### src/design/swrl_pkg.sv
`timescale 1ns / 1ps

package swrl_pkg;

   localparam int TABLE_DEPTH = 16;

   localparam int KEY_W     = 32;
   localparam int TIME_W    = 32;
   localparam int LIMIT_W   = 8;
   localparam int WINDOW_W  = 16;
   localparam int VERDICT_W = 2;
   localparam int COUNT_W   = 5;

   // Internal count is wide enough for the whole table and never narrower than the port.
   localparam int CNT_RAW_W = $clog2(TABLE_DEPTH + 1);
   localparam int CNT_W     = (CNT_RAW_W > COUNT_W) ? CNT_RAW_W : COUNT_W;
   localparam int CMP_W     = (CNT_W > LIMIT_W) ? CNT_W : LIMIT_W;
   localparam int COUNT_MAX = (1 << COUNT_W) - 1;

   localparam int CSR_ADDR_W = 3;
   localparam int CSR_DATA_W = 32;

   localparam logic CSR_IDX_LIMIT  = 1'b0;
   localparam logic CSR_IDX_WINDOW = 1'b1;

   localparam logic [LIMIT_W-1:0]  LIMIT_RESET  = LIMIT_W'(3);
   localparam logic [WINDOW_W-1:0] WINDOW_RESET = WINDOW_W'(60);

   typedef logic [VERDICT_W-1:0]   verdict_type;
   typedef logic [TABLE_DEPTH-1:0] slot_mask_type;

   localparam verdict_type VERDICT_ADMITTED = 2'd0;
   localparam verdict_type VERDICT_LIMITED  = 2'd1;
   localparam verdict_type VERDICT_FULL     = 2'd2;

endpackage

### src/design/sliding_window_rate_limiter.sv
`timescale 1ns / 1ps
// Sliding-window rate limiter for connection requests.
// Request channel (req_*): one word carries a client key and the current time in
// seconds. Response channel (rsp_*): one word per request with a verdict
// (admitted, rate limited, table full) and the number of live table entries that
// matched the key before any insert.
// A request is held in an input register; one pass of logic on the held request
// frees expired entries, counts key matches in all slots in parallel, picks the
// lowest free slot and loads the response register when it is empty or not stalled.
// One request per cycle is sustained while the receiver does not stall.
// The table update of one request is visible to the very next one.
// When the receiver stalls, the response register holds its word, the input
// register still takes one more request, and req_stall rises once both are full.
// The APB-style csr_* port sets the request limit (address 0) and the window
// length in seconds (address 4); write them only while no request is in flight.
// Synchronous reset frees every slot, empties both registers and restores a limit
// of 3 and a window of 60 seconds.
module sliding_window_rate_limiter
   import swrl_pkg::*;
(
   input  logic                    clock,
   input  logic                    reset,

   input  logic                    req_valid,
   output logic                    req_stall,
   input  logic [KEY_W-1:0]        req_client_key,
   input  logic [TIME_W-1:0]       req_now_seconds,

   output logic                    rsp_valid,
   input  logic                    rsp_stall,
   output logic [VERDICT_W-1:0]    rsp_verdict,
   output logic [COUNT_W-1:0]      rsp_recent_count,

   input  logic                    csr_psel,
   input  logic                    csr_penable,
   input  logic                    csr_pwrite,
   input  logic [CSR_ADDR_W-1:0]   csr_paddr,
   input  logic [CSR_DATA_W-1:0]   csr_pwdata,
   output logic [CSR_DATA_W-1:0]   csr_prdata,
   output logic                    csr_pready
);

   logic [LIMIT_W-1:0]  limit_ff;
   logic [WINDOW_W-1:0] window_ff;

   logic                s1_valid_ff, s1_valid_in;
   logic [KEY_W-1:0]    s1_key_ff;
   logic [TIME_W-1:0]   s1_now_ff;

   logic                rsp_valid_ff, rsp_valid_in;
   verdict_type         rsp_verdict_ff, rsp_verdict_in;
   logic [COUNT_W-1:0]  rsp_count_ff, rsp_count_in;

   slot_mask_type       slot_valid_ff, slot_valid_in;
   logic [KEY_W-1:0]    slot_key_ff  [TABLE_DEPTH];
   logic [TIME_W-1:0]   slot_time_ff [TABLE_DEPTH];

   logic                advance, accept, csr_write;
   slot_mask_type       live, match, free, ins_onehot;
   logic [TIME_W:0]     expiry [TABLE_DEPTH];
   logic [CNT_W-1:0]    count;
   logic                limited, any_free, admit;

   // ---------------- configuration ----------------
   assign csr_pready = 1'b1;
   assign csr_write  = csr_psel && csr_penable && csr_pwrite && csr_pready;

   always_ff @(posedge clock) begin
      if (reset) begin
         limit_ff  <= LIMIT_RESET;
         window_ff <= WINDOW_RESET;
      end else if (csr_write) begin
         case (csr_paddr[2])
            CSR_IDX_LIMIT:  limit_ff  <= csr_pwdata[LIMIT_W-1:0];
            CSR_IDX_WINDOW: window_ff <= csr_pwdata[WINDOW_W-1:0];
            default: ;
         endcase
      end
   end

   always_comb begin
      case (csr_paddr[2])
         CSR_IDX_LIMIT:  csr_prdata = CSR_DATA_W'(limit_ff);
         CSR_IDX_WINDOW: csr_prdata = CSR_DATA_W'(window_ff);
         default:        csr_prdata = '0;
      endcase
   end

   // ---------------- flow control ----------------
   assign advance   = s1_valid_ff && (!rsp_valid_ff || !rsp_stall);
   assign req_stall = s1_valid_ff && !advance;
   assign accept    = req_valid && !req_stall;

   always_comb begin
      if (accept) begin
         s1_valid_in = 1'b1;
      end else if (advance) begin
         s1_valid_in = 1'b0;
      end else begin
         s1_valid_in = s1_valid_ff;
      end

      if (advance) begin
         rsp_valid_in = 1'b1;
      end else if (!rsp_stall) begin
         rsp_valid_in = 1'b0;
      end else begin
         rsp_valid_in = rsp_valid_ff;
      end
   end

   always_ff @(posedge clock) begin
      if (reset) begin
         s1_valid_ff  <= 1'b0;
         rsp_valid_ff <= 1'b0;
      end else begin
         s1_valid_ff  <= s1_valid_in;
         rsp_valid_ff <= rsp_valid_in;
      end
   end

   always_ff @(posedge clock) begin
      if (accept) begin
         s1_key_ff <= req_client_key;
         s1_now_ff <= req_now_seconds;
      end
      if (advance) begin
         rsp_verdict_ff <= rsp_verdict_in;
         rsp_count_ff   <= rsp_count_in;
      end
   end

   // ---------------- table lookup and decision ----------------
   always_comb begin
      for (int i = 0; i < TABLE_DEPTH; i++) begin
         // Expiry is one bit wider than a timestamp so the sum cannot wrap.
         expiry[i] = {1'b0, slot_time_ff[i]} + (TIME_W + 1)'(window_ff);
         live[i]   = slot_valid_ff[i] && !(expiry[i] < {1'b0, s1_now_ff});
         match[i]  = live[i] && (slot_key_ff[i] == s1_key_ff);
      end
   end

   always_comb begin
      count = '0;
      for (int i = 0; i < TABLE_DEPTH; i++) begin
         count = count + CNT_W'(match[i]);
      end
   end

   // The lowest free slot is isolated by the two's complement trick.
   assign free       = ~live;
   assign ins_onehot = free & (~free + slot_mask_type'(1));
   assign any_free   = |free;
   assign limited    = CMP_W'(count) >= CMP_W'(limit_ff);
   assign admit      = !limited && any_free;

   always_comb begin
      if (limited) begin
         rsp_verdict_in = VERDICT_LIMITED;
      end else if (any_free) begin
         rsp_verdict_in = VERDICT_ADMITTED;
      end else begin
         rsp_verdict_in = VERDICT_FULL;
      end

      if (count > CNT_W'(COUNT_MAX)) begin
         rsp_count_in = COUNT_W'(COUNT_MAX);
      end else begin
         rsp_count_in = count[COUNT_W-1:0];
      end

      slot_valid_in = live | (admit ? ins_onehot : '0);
   end

   always_ff @(posedge clock) begin
      if (reset) begin
         slot_valid_ff <= '0;
      end else if (advance) begin
         slot_valid_ff <= slot_valid_in;
      end
   end

   always_ff @(posedge clock) begin
      for (int i = 0; i < TABLE_DEPTH; i++) begin
         if (advance && admit && ins_onehot[i]) begin
            slot_key_ff[i]  <= s1_key_ff;
            slot_time_ff[i] <= s1_now_ff;
         end
      end
   end

   assign rsp_valid        = rsp_valid_ff;
   assign rsp_verdict      = rsp_verdict_ff;
   assign rsp_recent_count = rsp_count_ff;

endmodule

### config.mk
export PLATFORM = sky130hd
export DESIGN_NAME = sliding_window_rate_limiter
export DESIGN_NICKNAME = d
export VERILOG_FILES = /design/src/design/swrl_pkg.sv /design/src/design/sliding_window_rate_limiter.sv
export SDC_FILE = /design/constraint.sdc
export NUM_CORES = 2
export LEC_CHECK = 0
export BUFFER_PORTS_ARGS = -buffer_cell sky130_fd_sc_hd__buf_2
export CORE_MARGIN = 8
export CORE_UTILIZATION = 55
export CTS_BUF_LIST = sky130_fd_sc_hd__clkbuf_2 sky130_fd_sc_hd__clkbuf_4 sky130_fd_sc_hd__clkbuf_8
export CTS_CLUSTER_DIAMETER = 50
export CTS_CLUSTER_SIZE = 16
export DETAILED_ROUTE_END_ITERATION = 8
export GPL_ROUTABILITY_DRIVEN = 0
export MAX_ROUTING_LAYER = met4
export PLACE_DENSITY = 0.79
export SYNTH_ARGS = -nofsm -noshare
export SYNTH_HDL_FRONTEND = slang
export SYNTH_SLANG_ARGS = --single-unit
### constraint.sdc
create_clock -name clock -period 20.7 [get_ports clock]
set_clock_uncertainty 0.1 [all_clocks]
set_input_delay 4.14 -clock clock [delete_from_list [all_inputs] [get_ports clock]]
set_output_delay 4.14 -clock clock [all_outputs]
set_load 0.05 [all_outputs]
==> reports/results.ini <==
[run_status]
status = complete, no violations

[timing]
slew_violations = 0
maxSlewHeadroom_pct = 14.06
maxClockFrequency_mhz = 75.34
finalSetupTns_ps = 0
period_needed_ps = 13270
whs_ps = 351.2
finalCritPeriodShare_pct = 64.12
worst_slew_pin_slew_ps = 1277
finalSetupViolCount = 0
rsz0062_at_grt = no
hold_violations = 0

[power_and_ir_drop]
ir_drop_v = 0.00007637
powerDensity_nw_per_um2 = 62.45
p_leak_uw = 0.02796

[detailed_routing]
viasPerCell = 6.263
drc = 0
wl_per_cell_um = 24.11
first_iter_violations = 4235
firstDrtPassIters = 6
wl_um = 184600
routed-via-count = 47950
ant_nets = 0

[worst_setup_path]
required_ps = 21080
reg2reg_to = slot_key_ff[1][115]
reg2regPathDepth = 39
crit_type = reg -> reg
crit_fanout = 33
endpoint_kind = register
reg2reg_slack_ps = 7430
critPathLaunchType = register
worst-path-buf-inv = 5
crit_slowest_cell = nor2b_4
cp_top_family = compound AO/OA/AOI/OAI gates
r2r_start = window_ff[1]
crit_arrival_ps = 13650
critPathMaxStageDelay_ps = 890

[global_routing]
antenna_found_initial = 5
grt_pass1_wl_um = 273000
grt_pass1_vias = 47610
grt-ovfl-total = 0
grt_max_degree = 65
grt_use_total_pct = 27.07

[yosys]
syn-cell-area_sq_um = 67690
synth.distinct_cells = 93
synth.area.top_cells = edfxtp_1 49%, ha_1 14%, xnor2_1 7.5%
synthAdderAreaFrac_pct = 14.85
synth_top_area_share_pct = 48.58
synthSimpleGateAreaFrac_pct = 11.03
synth_edf_count = 1095
synthXorXnorAreaFrac_pct = 12.50
yosys.area.top_type = edfxtp_1
synth_warnings = 0
synth_mux_area_share_pct = 0.1553
async_reset_ff_share_pct = 0
synth_ff_type = edfxtp_1
synth_compound_area_share_pct = 10.11
yosysSeqAreaShare_pct = 49.82
syn_inst = 5664
synth_top_family_by_area = adder cells
ys_ff_latch = 1137
avgSynthCellArea_sq_um = 11.95

[clocking]
path_clk_slew_ps = 90
clkSinkCount = 1137
clk_path_buf_depth = 3
cts_tree = done
cts_root_buf = clkbuf_8
cts_buffers = 116
postCtsSetupRepairBufs = 0
ctsHoldBuffers = 0
cts_resized = 0
htree_levels = 3
clk_latency_ps = 870

[placement]
hpwl_um = 125800
post-place-cells = 7444
portBuffers = 112

[die]
die_h_um = 366.8
rows = 128
core_sq_um = 122000
io_pins = 148
die_w_um = 366.8
initial_utilization_pct = 55.46
die_area_sq_um = 134600

[layout]
layout-drive-gt1-share_pct = 8.610
layout.nets = 6831
syn_to_final_growth_pct = 8.579
instances_no_fill = 7656
final_cell_mix = 1095 x edfxtp_1, 762 x ha_1, 576 x xnor2_1
final_common_cell = edfxtp_1

[min_path]
hp-start = slot_valid_ff[5]
min_delay_worst_endpoint = slot_valid_ff[5]
holdPathStages = 2
hold_class = reg -> reg

[job]
maxCapViolCount = 0

==> area by class of cell <==
class / count / area (sq um)
Timing Repair Buffer: 253 / 1619
Clock buffer: 131 / 1709
Tap cell: 1625 / 2033
Sequential cell: 1137 / 33720
Fill cell: 9361 / 48540
Antenna cell: 3 / 7.507
Inverter: 136 / 510.5
Multi-Input combinational cell: 4293 / 33090
Clock inverter: 78 / 800.8
==> kinds of logic after synthesis <==
logic type / Yosys count
other: 2
XOR/XNOR: 966
buffers and inverters: 249
adder cells (fa/ha/maj): 788
flip-flops: 1137
AO/OA/AOI/OAI: 1065
multiplexers: 10
AND/OR/NAND/NOR: 1447
==> flip-flops by register name, summed over array words and instances (netlist names), 2 cells and up <==
name / cells
s1_now_ff: 32
s1_key_ff: 32
rsp_recent_count: 5
slot_time_ff: 512
slot_valid_ff: 16
rsp_verdict: 2
slot_key_ff: 512
limit_ff: 8
window_ff: 16
==> layer usage <==
layer	vias up	part of all wire [%]	track usage, %
li1	21920	-	-
met3	606	8.9	4.625
met5	-	0	-
met4	0	7.1	15.95
met1	23260	37	31.37
met2	2165	47	44.32
==> power by group <==
part	leakage, uW	switching, uW	internal [uW]
Clock	0.00128	877	668
Sequential	0.0103	13.6	2540
Combinational	0.0164	326	167
Total	0.0280	1220	3370
==> Yosys cell counts (42+ instances only) <==
cell      instances
xnor2_1         576
nand4_1         199
clkbuf_1         73
nor4_1           93
o21a_1           60
o21ai_0         171
nor2b_1          44
nor3_1           92
nor2_1          265
nand2b_1         51
xor2_1          390
a21o_1          125
ha_1            762
nand2_1         295
edfxtp_1       1095
and3_1           84
a21oi_1         351
a211oi_1         54
dfxtp_1          42
nand3_1         189
inv_1           136
==> per-stage QoR <==
stage	instance area [sq um]	total power, uW	setup slack [ps]	util, %
finish	73490	4590	7426	60.22
detailed placement	70980	3088	7668	58.16
global placement	70980	3068	7820	58.16
CTS	73490	4602	7608	60.22
floorplan	67740	2911	3546	-
global route	73490	4733	6794	60.22
==> worst max path at each step <==
stage,from,end,slack [ps],depth (start not counted)
after floorplan,window_ff[1],slot_key_ff[1][64],3550,37
after detailed placement,window_ff[1],slot_key_ff[1][115],7670,39
after global placement,window_ff[1],slot_key_ff[1][115],7820,41
after CTS,window_ff[1],slot_key_ff[1][115],7610,39
final,window_ff[1],slot_key_ff[1][115],7430,39
after global routing,window_ff[1],slot_key_ff[1][105],6790,40
==> worst register-to-register path, delay by kind of cell (launching register included) <==
kind | cells | cell delay (ps)
adder cells (fa/ha/maj) | 9 | 3620
AO/OA/AOI/OAI | 14 | 4060
AND/OR/NAND/NOR | 10 | 3080
XOR/XNOR | 1 | 90
flip-flops | 1 | 510
buffers and inverters | 5 | 1390
Power figures use the tool's default switching activity.
